--- src/sv/frustum_cull_classifier_macros.svh ---
// Assertion macros shared by the frustum culling classifier modules.
// Each macro expects signals named clk and arst_n in the including module.
`ifndef FRUSTUM_CULL_CLASSIFIER_MACROS_SVH
`define FRUSTUM_CULL_CLASSIFIER_MACROS_SVH

// Checks cons in the same cycle as ante.
`define FCC_ASSERT_SAME(lbl, ante, cons, msg) \
	lbl: assert property (@(posedge clk) disable iff (!arst_n) (ante) |-> (cons)) \
		else $error(msg);

// Checks cons in the cycle after ante.
`define FCC_ASSERT_NEXT(lbl, ante, cons, msg) \
	lbl: assert property (@(posedge clk) disable iff (!arst_n) (ante) |=> (cons)) \
		else $error(msg);

`endif

--- src/sv/fcc_pkg.sv ---
// Shared constants, request and verdict codes and the item type of the classifier.
// No dependencies; every other file but the macro header refers to it by scoped names.
package fcc_pkg;

	localparam int PLANE_COUNT = 6;

	localparam int REQ_W = 2;
	localparam int PLANE_IDX_W = 3;
	localparam int COORD_W = 32;
	localparam int VERDICT_W = 2;
	localparam int FRAC_W = 16;
	localparam int PROD_W = 2 * COORD_W;
	localparam int DIST_W = PROD_W + 2;

	localparam int CELL_W = (PLANE_COUNT > 1) ? $clog2(PLANE_COUNT) : 1;
	localparam int CMP_W = (CELL_W > PLANE_IDX_W) ? CELL_W : PLANE_IDX_W;

	// Result queue must cover every item that can be in the chain at once.
	localparam int FIFO_DEPTH = 2 ** $clog2(2 * PLANE_COUNT + 2);
	localparam int FIFO_AW = $clog2(FIFO_DEPTH);
	localparam int LEVEL_W = FIFO_AW + 1;

	localparam logic [REQ_W-1:0] REQ_LOAD = 2'd0;
	localparam logic [REQ_W-1:0] REQ_POINT = 2'd1;
	localparam logic [REQ_W-1:0] REQ_CORNER = 2'd2;

	localparam logic [VERDICT_W-1:0] VERDICT_INSIDE = 2'd0;
	localparam logic [VERDICT_W-1:0] VERDICT_OUTSIDE = 2'd1;
	localparam logic [VERDICT_W-1:0] VERDICT_INTERSECT = 2'd2;

	// One item as it travels from cell to cell, with the running verdict bits.
	typedef struct packed {
		logic vld;
		logic [REQ_W-1:0] req_type;
		logic [PLANE_IDX_W-1:0] plane_index;
		logic signed [COORD_W-1:0] coord_x;
		logic signed [COORD_W-1:0] coord_y;
		logic signed [COORD_W-1:0] coord_z;
		logic signed [COORD_W-1:0] plane_offset;
		logic last_corner;
		logic acc_out;
		logic acc_mix;
	} item_t;

endpackage

--- src/sv/fcc_res_if.sv ---
// Result channel of the classifier: valid/ready handshake and verdict payload.
// Depends on fcc_pkg for the verdict width.
interface fcc_res_if;
	logic valid;
	logic ready;
	logic [fcc_pkg::VERDICT_W-1:0] verdict;

	modport source (output valid, verdict, input ready);
	modport sink (input valid, verdict, output ready);
endinterface

--- src/sv/fcc_result_fifo.sv ---
// Result queue of the classifier: holds verdicts until the result channel takes them.
// Depends on fcc_pkg and fcc_res_if.
module fcc_result_fifo (
	input  logic clk,
	input  logic arst_n,
	input  logic push,
	input  logic [fcc_pkg::VERDICT_W-1:0] push_verdict,
	output logic [fcc_pkg::LEVEL_W-1:0] level,
	fcc_res_if.source res
);

	logic [fcc_pkg::VERDICT_W-1:0] mem_q [fcc_pkg::FIFO_DEPTH];
	logic [fcc_pkg::FIFO_AW-1:0] wr_ptr_q, rd_ptr_q;
	logic [fcc_pkg::LEVEL_W-1:0] cnt_q;
	logic pop;

	assign pop = res.valid && res.ready;
	assign res.valid = cnt_q != '0;
	assign res.verdict = mem_q[rd_ptr_q];
	assign level = cnt_q;

	always_ff @(posedge clk) begin
		if (push) begin
			mem_q[wr_ptr_q] <= push_verdict;
		end
	end

	always_ff @(posedge clk or negedge arst_n) begin
		if (!arst_n) begin
			wr_ptr_q <= '0;
			rd_ptr_q <= '0;
			cnt_q <= '0;
		end else begin
			if (push) begin
				wr_ptr_q <= wr_ptr_q + 1'b1;
			end
			if (pop) begin
				rd_ptr_q <= rd_ptr_q + 1'b1;
			end
			cnt_q <= cnt_q + fcc_pkg::LEVEL_W'(push) - fcc_pkg::LEVEL_W'(pop);
		end
	end

endmodule

--- src/flat_wrapper.sv ---
// flat-port wrapper written by rule: the top's interface ports become plain ports
module fcc_result_fifo_flat 
  (clk, arst_n, push, push_verdict, level, res_valid, res_verdict, res_ready);
  fcc_res_if res_i ();
  input  logic clk;
  input  logic arst_n;
  input  logic push;
  input  logic [fcc_pkg::VERDICT_W-1:0] push_verdict;
  output logic [fcc_pkg::LEVEL_W-1:0] level;
  output wire logic [$bits(res_i.valid)-1:0] res_valid;
  output wire logic [$bits(res_i.verdict)-1:0] res_verdict;
  input wire logic [$bits(res_i.ready)-1:0] res_ready;
  assign res_valid = res_i.valid;
  assign res_verdict = res_i.verdict;
  assign res_i.ready = res_ready;
  fcc_result_fifo u_core (.clk(clk), .arst_n(arst_n), .push(push), .push_verdict(push_verdict), .level(level), .res(res_i));
endmodule
--- config.mk ---
export PLATFORM = sky130hd
export DESIGN_NAME = fcc_result_fifo_flat
export DESIGN_NICKNAME = d
export VERILOG_FILES = /design/src/sv/frustum_cull_classifier_macros.svh /design/src/sv/fcc_pkg.sv /design/src/sv/fcc_res_if.sv /design/src/sv/fcc_result_fifo.sv /design/src/flat_wrapper.sv
export SDC_FILE = /design/constraint.sdc
export NUM_CORES = 1
export LEC_CHECK = 0
export BUFFER_PORTS_ARGS = -buffer_cell sky130_fd_sc_hd__buf_2
export CAP_MARGIN = 15
export CORE_MARGIN = 2
export CORE_UTILIZATION = 40
export DETAILED_ROUTE_END_ITERATION = 10
export SYNTH_ARGS = -nofsm -noshare
export SYNTH_HDL_FRONTEND = slang
export SYNTH_SLANG_ARGS = --single-unit
export TNS_END_PERCENT = 5
--- constraint.sdc ---
create_clock -name clk -period 2.6 [get_ports clk]
set_input_delay 0.26 -clock clk [delete_from_list [all_inputs] [get_ports clk]]
set_output_delay 0.26 -clock clk [all_outputs]
set_load 0.05 [all_outputs]
==> metrics.cfg, run 1 <==
[placement]
hpwlAfterDp_microns=2650
place_area_sq_um=2200
place.gp.congestion=0.745
portBuffers=13

[min_path]
min_path_type=in2reg
min_from=res_ready
whs_path_depth=3

[critical_path]
worstSetupEndpoint=u_core.level[4]
critPathKind=reg2reg
setup.worst_path.start=u_core.level[3]
r2r_setup_slack_ps=60
critPathSlowestCell=or4b_4
crit_path_end_kind=flop
r2r-end=u_core.level[4]
reg2reg_depth=12
worstPathCellList=inv_2 -> ha_4 -> or4b_4 -> nand2_4 -> inv_2 -> ha_4 -> inv_2 -> ha_4 -> fa_2 -> a21oi_2 -> o21bai_1 -> xnor2_1
required_ps=2770
cp_max_fo=4
critical_path_arrival_ps=2710
max_stage_delay_ps=490
r2r_start=u_core.level[3]
start_kind=flop

[pwr]
ir_drop_uv=683
p_per_area_nw_per_um2=1190
p_leak_uw=0.000901
p_total_uw=2840

[floorplan]
start_util_pct=40.7
die_w_microns=75.6
io_pins=14
die_h_microns=75.6
coreArea_sq_um=5040
rows=26
die_area_sq_um=5720

[route]
postRouteAntennaNets=0
drc=0
wl_per_cell_microns=15.1
wl_microns=3510
vias=1110
firstDrtPassIters=4
drt_iter0_markers=110
viasPerCell=4.76

[final_layout]
fin_area_sq_um=2380
final_util_pct=47.2
nFillCells=452
syn_to_final_growth_pct=15.9
drive_above_1_share_pct=26.4
final_cell_mix=32 x edfxtp_1, 15 x nor2_1, 13 x buf_2, 11 x dfrtp_1, 10 x nand2_1
antenna_cells=0
layout_commonest_cell=edfxtp_1
nets=180

[timing]
relSlewSlack_pct=67.6
hold_violations=0
tightest_slew_ps=482
drv_slew=0
fin_crit_ps=2540
max_freq_ghz=0.394
skew_ps=5.51
fin_crit_sh_pct=97.6
setup_violations=0

[clock_tree]
clk-insertion-delay-late_ps=290
cts_tree=done
htreeDepth=2
clk_pin_slew_ps=80
root_buffer=clkbuf_8
numCtsBuffers=5
ctsLongestPathBuffers=2
clock_sinks=45

[yosys]
synth_cells=141
syn_avg_cell_area_sq_um=14.6
synth_top_area_share_pct=46.8
syn_area_sq_um=2050
ys_top_cells_by_area=edfxtp_1 47%, dfrtp_1 16%, ha_1 6.7%
yosysSeqAreaShare_pct=62.6
synth_nets=159
ys_ff_latch=45
synth-warning-count=0
ys_types=27
yosys.area.top_type=edfxtp_1

[run]
drv_cap=0

[grt]
grt_pass1_vias=1153
grt.total_usage_pct=14.3
antenna_found_initial=0
grt_max_degree=17
grt-ovfl-total=0
grt_pass1_wl_microns=5750

[run_status]
status=finished, final reports clean

==> cells by family after synthesis <==
group	count (synthesis)	share of synthesized area, %
muxes	9	10.1
xor gates and xnor gates	10	4.27
DFF	45	62.6
AOI/OAI and AO/OA	7	2.19
and+or+nand+nor	44	10.2
adders and majority gates	12	7.68
buffers and inverters	14	2.92
==> worst min path at each step <==
| stage | end | slack (ps) |
|---|---|---|
| 6_report | u_core.rd_ptr_q[3] | 280 |
| 5_1_grt | u_core.rd_ptr_q[3] | 310 |
| 4_1_cts | u_core.rd_ptr_q[0] | 260 |
| 3_5_place_dp | u_core.level[0] | 170 |
| 3_3_place_gp | u_core.level[0] | 160 |
| 2_1_floorplan | u_core.level[0] | -40 |
==> metrics by stage <==
stage | std cells | setup TNS [ps] | worst slack (ps) | hold slack (ps)
finish | 233 | 0 | 63.4 | 278
global route | 233 | -14.1 | -14.1 | 309
CTS | 229 | 0 | 29.0 | 261
detailed placement | 220 | 0 | 42.2 | 169
global placement | 220 | 0 | 117 | 159
floorplan | 141 | -113 | -113 | -35.6
==> registers in the layout, summed over array words and instances, names as in the netlist <==
register	cells
u_core.mem_q	32
u_core.rd_ptr_q	4
u_core.level	5
u_core.wr_ptr_q	4
==> report_power, final <==
part           switching, uW  internal [uW]  leakage [uW]  total, uW
registers                189            937      0.000440       1130
logic                    728            528      0.000407       1260
clock network            213            240     0.0000542        453
total                   1130           1700      0.000901       2840
==> per-layer routing <==
layer / part of all wire, % / track usage [%]
met4: 1.5 / 5.85
met1: 47 / 18.8
met2: 49 / 23.3
met3: 2.5 / 2.78
met5: 0 / 0
==> worst max-delay path, delay by kind of cell, from the launching register on <==
kind	cells	cell delay (ps)
flops	1	420
fa+ha+maj	4	870
simple gates	2	600
compound gates	2	230
buf+inv	3	160
xor+xnor	1	130
==> cells in the mapped netlist <==
cell type	instances
o21bai_1	1
nor3_1	2
mux4_1	4
nand2_1	10
a22oi_1	2
fa_1	1
xnor2_1	6
and3_1	1
mux2_1	1
edfxtp_1	32
o21ai_1	1
nand3_1	6
clkbuf_1	4
nand4_1	1
a21o_1	1
buf_6	1
dfrtp_1	13
nand2_2	1
inv_1	9
nand2b_1	5
nor2b_1	2
a21oi_1	2
or4b_4	1
ha_1	11
nor2_1	15
xor2_1	4
mux4_2	4
==> layout make-up <==
class,instances,area [sq um],area share [%]
Multi-Input combinational cell,82,756,31.8
Clock inverter,1,5.00,0.210
Clock buffer,7,96.3,4.05
Sequential cell,45,1290,54.2
Inverter,9,33.8,1.42
Tap cell,70,87.6,3.68
Timing Repair Buffer,19,113,4.73
==> timing repair <==
| item | in CTS | in global routing |
|---|---|---|
| buffers inserted | 0 | 4 |
| gates resized for setup | 0 | 6 |
| hold buffers | 1 | 0 |
| hold endpoints to repair | 13 | 0 |
| setup endpoints to repair | 0 | 1 |
Power figures use the tool's default switching activity.
==> inputs of run 2 (changes only) <==
--- a/config.mk
+++ b/config.mk
@@ -5,7 +5,7 @@
 export SDC_FILE = /design/constraint.sdc
 export NUM_CORES = 1
 export LEC_CHECK = 0
-export BUFFER_PORTS_ARGS = -buffer_cell sky130_fd_sc_hd__buf_2
+export BUFFER_PORTS_ARGS = -buffer_cell sky130_fd_sc_hd__buf_4
 export CAP_MARGIN = 15
 export CORE_MARGIN = 2
 export CORE_UTILIZATION = 40
@@ -13,4 +13,4 @@
 export SYNTH_ARGS = -nofsm -noshare
 export SYNTH_HDL_FRONTEND = slang
 export SYNTH_SLANG_ARGS = --single-unit
-export TNS_END_PERCENT = 5
+export TNS_END_PERCENT = 30
==> metrics.cfg, run 2 (same netlist as run 1, synthesis figures left out) <==
[timing]
relSlewSlack_pct=64.1
drv_slew=0
hold_violations=0
fin_crit_ps=2530
tightest_slew_ps=538
max_freq_ghz=0.395
fin_crit_sh_pct=97.4
setup_violations=0
skew_ps=9.05

[pwr]
p_total_uw=2880
ir_drop_uv=692
p_per_area_nw_per_um2=1190
p_leak_uw=0.000923

[critical_path]
worstPathCellList=inv_2 -> ha_1 -> or4b_4 -> nand2_4 -> inv_1 -> ha_4 -> inv_2 -> ha_4 -> fa_2 -> a21oi_2 -> o21bai_1 -> xnor2_1
start_kind=flop
cp_top_family=adder cells
path_buf_inv=3
max_stage_delay_ps=480
critPathSlowestCell=or4b_4
required_ps=2780
cp_max_fo=3
crit_path_end_kind=flop
critical_path_arrival_ps=2720
critPathKind=reg2reg

[placement]
portBuffers=13
placed_cells=219
place_area_sq_um=2230
place.gp.congestion=0.856
hpwlAfterDp_microns=2500

[floorplan]
rows=26
die_area_sq_um=5720
io_pins=14
coreArea_sq_um=5040
die_w_microns=75.6
die_h_microns=75.6
start_util_pct=40.7

[route]
wl_per_cell_microns=15.5
postRouteAntennaNets=0
vias=1141
viasPerCell=4.81
drc=0
wl_microns=3670
firstDrtPassIters=4
drt_iter0_markers=42

[grt]
grt_pass1_wl_microns=5810
grt_pass1_vias=1156
antenna_found_initial=0
grt.busiest_layer=met2
grt.met3_usage_pct=3.97
grt_max_degree=17
met2_usage_pct=23.0
grt-ovfl-total=0
grt.total_usage_pct=14.6
use_met1_pct=19.3

[min_path]
min_path_type=in2reg

[clock_tree]
root_buffer=clkbuf_8
ctsLongestPathBuffers=2
cts_tree=done
htreeDepth=2
numCtsBuffers=5
clk_pin_slew_ps=80
clock_sinks=45
clk-insertion-delay-late_ps=290

[final_layout]
regMostFlops=u_core.mem_q
syn_to_final_growth_pct=17.6
final_cells=237
layout_commonest_cell=edfxtp_1
drive_above_1_share_pct=26.9
antenna_cells=0
largest_reg_flops=32
nFillCells=450
nets=184
final_cell_mix=32 x edfxtp_1, 22 x buf_4, 15 x nor2_1, 11 x dfrtp_1, 10 x nand2_1
fin_area_sq_um=2410

[run_status]
status=finished, final reports clean

[run]
drv_cap=0

## run 2: worst paths after layout
| check | from | end | cells after the start | slack, ps |
|---|---|---|---|---|
| hold / removal | push | u_core.wr_ptr_q[1] | 2 | 230 |
| hold reg to reg | u_core.wr_ptr_q[0] | u_core.wr_ptr_q[0] | 1 | 560 |
| setup / recovery | u_core.level[3] | u_core.level[4] | 12 | 70 |
| max in group asynchronous | arst_n | u_core.level[3] | 2 | 2060 |
| setup reg to reg | u_core.level[3] | u_core.level[4] | 12 | 70 |
| min in group asynchronous | arst_n | u_core.level[4] | 2 | 360 |
## run 2: area by class of cell
| cell class | count | area (sq um) | area share [%] |
|---|---|---|---|
| timing repair buffer | 23 | 175 | 7.25 |
| multi-input combinational | 82 | 743 | 30.8 |
| clock buffer | 5 | 68.8 | 2.85 |
| sequential | 45 | 1290 | 53.4 |
| inverter | 9 | 33.8 | 1.40 |
| tap | 70 | 87.6 | 3.63 |
| clock inverter | 3 | 17.5 | 0.725 |
## run 2: where the power goes
part	total (uW)	internal [uW]	leakage (uW)	switching, uW
registers	1160	936	0.000440	220
clock network	413	185	0.0000439	228
logic	1310	593	0.000439	714
## run 2: through the flow
stage | worst slack, ps | utilization [%] | setup TNS [ps] | hold WS, ps
floorplan | -113 | - | -113 | -35.6
global placement | 98.1 | 44.2 | 0 | 112
detailed placement | 39.9 | 44.2 | 0 | 116
CTS | 18.5 | 46.1 | 0 | 202
global route | -37.5 | 47.9 | -37.5 | 245
finish | 67.0 | 47.9 | 0 | 232
## run 2: repair_timing
item | in CTS | in global routing
gates resized for setup | 0 | 3
hold buffers | 1 | 0
setup buffers | 0 | 9
endpoints found under the hold margin | 13 | 0
endpoints found under the setup margin | 0 | 1
## run 2: per-layer routing
metal  vias up  wire length (microns)
li1        554                      -
met1       560                   1710
met2        21                   1760
met3         6                    127
met4         0                     63
met5         -                      0
==> inputs of run 3 (changes only) <==
--- a/config.mk
+++ b/config.mk
@@ -5,9 +5,10 @@
 export SDC_FILE = /design/constraint.sdc
 export NUM_CORES = 1
 export LEC_CHECK = 0
+export ABC_AREA = 1
 export BUFFER_PORTS_ARGS = -buffer_cell sky130_fd_sc_hd__buf_4
 export CAP_MARGIN = 15
-export CORE_MARGIN = 2
+export CORE_MARGIN = 5
 export CORE_UTILIZATION = 40
 export DETAILED_ROUTE_END_ITERATION = 10
 export SYNTH_ARGS = -nofsm -noshare
==> metrics.cfg, run 3 <==
[clock_tree]
clock_sinks=45
htreeDepth=2
numCtsBuffers=5
post_cts_buffers=0
clk-insertion-delay-late_ps=300
root_buffer=clkbuf_8
ctsLongestPathBuffers=2
clk_pin_slew_ps=80
cts_tree=done

[timing]
tightest_slew_ps=402
skew_ps=6.22
grt_setup_unrepaired=no
tns_ps=0
drv_slew=0
relSlewSlack_pct=73.2
hold_violations=0
fin_crit_sh_pct=91.2
max_freq_ghz=0.422
fin_crit_ps=2370
setup_violations=0

[final_layout]
layout_commonest_cell=nand2_1
drive_above_1_share_pct=15.1
nFillCells=535
final_cell_mix=53 x nand2_1, 37 x inv_1, 32 x edfxtp_1, 27 x nand3_1, 19 x nor2_1
regMostFlops=u_core.mem_q
syn_to_final_growth_pct=12.3
antenna_cells=0
final_cells=311
largest_reg_flops=32
nets=256

[route]
drt_iter0_markers=54
vias=1421
viasPerCell=4.57
postRouteAntennaNets=0
wl_per_cell_microns=12.9
drc=0
wl_microns=4020
firstDrtPassIters=4

[floorplan]
io_pins=14
die_h_microns=84.1
die_area_sq_um=7070
coreArea_sq_um=5410
rows=27
start_util_pct=40.6
die_w_microns=84.1

[placement]
placed_cells=302
hpwlAfterDp_microns=2920
portBuffers=13
place.gp.congestion=0.752

[critical_path]
required_ps=2820
worstPathCellList=inv_1 -> ha_2 -> nand3_4 -> nand2_2 -> inv_1 -> ha_1 -> inv_1 -> ha_1 -> fa_2 -> a21oi_1 -> nor2_1 -> nor2_1 -> xor2_1
critPathKind=reg2reg
cp_top_family=adder cells
critical_path_arrival_ps=2590
crit_path_end_kind=flop
reg2reg_depth=13
start_kind=flop
cpMostUsedCell=inv_1
path_depth=13
cp_max_fo=7
max_stage_delay_ps=420
path_buf_inv=3
critPathSlowestCell=dfrtp_2

[grt]
grt.total_usage_pct=12.6
grt_pass1_vias=1529
grt-ovfl-total=0
grt_max_degree=18
grt_pass1_wl_microns=7150
antenna_found_initial=0

[yosys]
ys_ff_latch=45
synth_common_cells=54 x nand2_1, 37 x inv_1, 32 x edfxtp_1, 28 x nand3_1, 19 x nor2_1
yosys.area.top_type=edfxtp_1
async_flop_share_pct=28.9
ys_top_cells_by_area=edfxtp_1 44%, dfrtp_1 15%, nand2_1 9.2%
syn_area_sq_um=2190
synth_enable_flop_cells=32
yosysSeqAreaShare_pct=58.6
synth_nets=239
synth-warning-count=0
syn_avg_cell_area_sq_um=9.93
ys_types=20
synth_top_area_share_pct=43.8
synth_most_common_cell=nand2_1
synthFlopType=edfxtp_1
synth_cells=221

[run_status]
status=finished, final reports clean

[pwr]
p_leak_uw=0.00110
p_per_area_nw_per_um2=1170
ir_drop_uv=549

[run]
drv_cap=0

[min_path]
min_path_type=in2reg
whs_path_depth=2

-- run 3: cell count changes after synthesis, sizes merged, moves of 4 or more --
cell and change:
nand2 +47, inv +30, nand3 +22, mux4 -8, nand2b -5, xnor2 -5
buf +4, clkbuf -4, nor2 +4, xor2 +4
-- run 3: final timing paths --
| path | slack [ps] | end | startpoint |
|---|---|---|---|
| max in group asynchronous | 2070 | u_core.level[3] | arst_n |
| setup / recovery | 230 | u_core.level[4] | u_core.level[3] |
| setup reg to reg | 230 | u_core.level[4] | u_core.level[3] |
| min in group asynchronous | 340 | u_core.rd_ptr_q[2] | arst_n |
| hold reg to reg | 570 | u_core.wr_ptr_q[0] | u_core.wr_ptr_q[0] |
| hold / removal | 210 | u_core.wr_ptr_q[0] | push |
-- run 3: cells by family after synthesis --
group,Yosys count,share of synthesized area [%]
compound gates,5,1.14
flops,45,58.6
fa+ha+maj,12,7.18
simple gates,106,20.3
buf+inv,44,9.18
xor+xnor,9,3.59
-- run 3: layout make-up --
| class | instances | area (sq um) | area share (%) |
|---|---|---|---|
| sequential | 45 | 1290 | 52.4 |
| timing repair buffer | 15 | 115 | 4.67 |
| multi-input combinational | 132 | 727 | 29.5 |
| inverter | 39 | 151 | 6.14 |
| clock inverter | 3 | 21.3 | 0.863 |
| tap | 72 | 90.1 | 3.65 |
| clock buffer | 5 | 68.8 | 2.79 |
-- run 3: layer usage --
metal  vias to the layer above  GRT usage (%)  wire [microns]
li1                        733              -               -
met1                       655           16.8            1910
met2                        25           19.7            1910
met3                         8           3.16             145
met4                         0           4.68              56
met5                         -              0               0
-- run 3: stage by stage --
step	setup WS (ps)	hold slack (ps)	area, sq um	utilization (%)	power (uW)
2_1_floorplan	20.5	-35.6	2210	-	2150
3_3_place_gp	234	120	2360	43.7	2450
3_5_place_dp	158	125	2360	43.7	2460
4_1_cts	134	209	2460	45.5	2910
5_1_grt	31.0	224	2460	45.6	3140
6_report	230	206	2460	45.6	2880
-- run 3: report_power, final --
group	switching [uW]	internal, uW
clock network	248	191
logic	898	454
registers	153	937
total	1300	1580
-- run 3: repair_timing --
| action | CTS | global route |
|---|---|---|
| hold buffers | 1 | 0 |
| endpoints found under the setup margin | 0 | 1 |
| resized for setup | 0 | 2 |
| endpoints found under the hold margin | 13 | 0 |
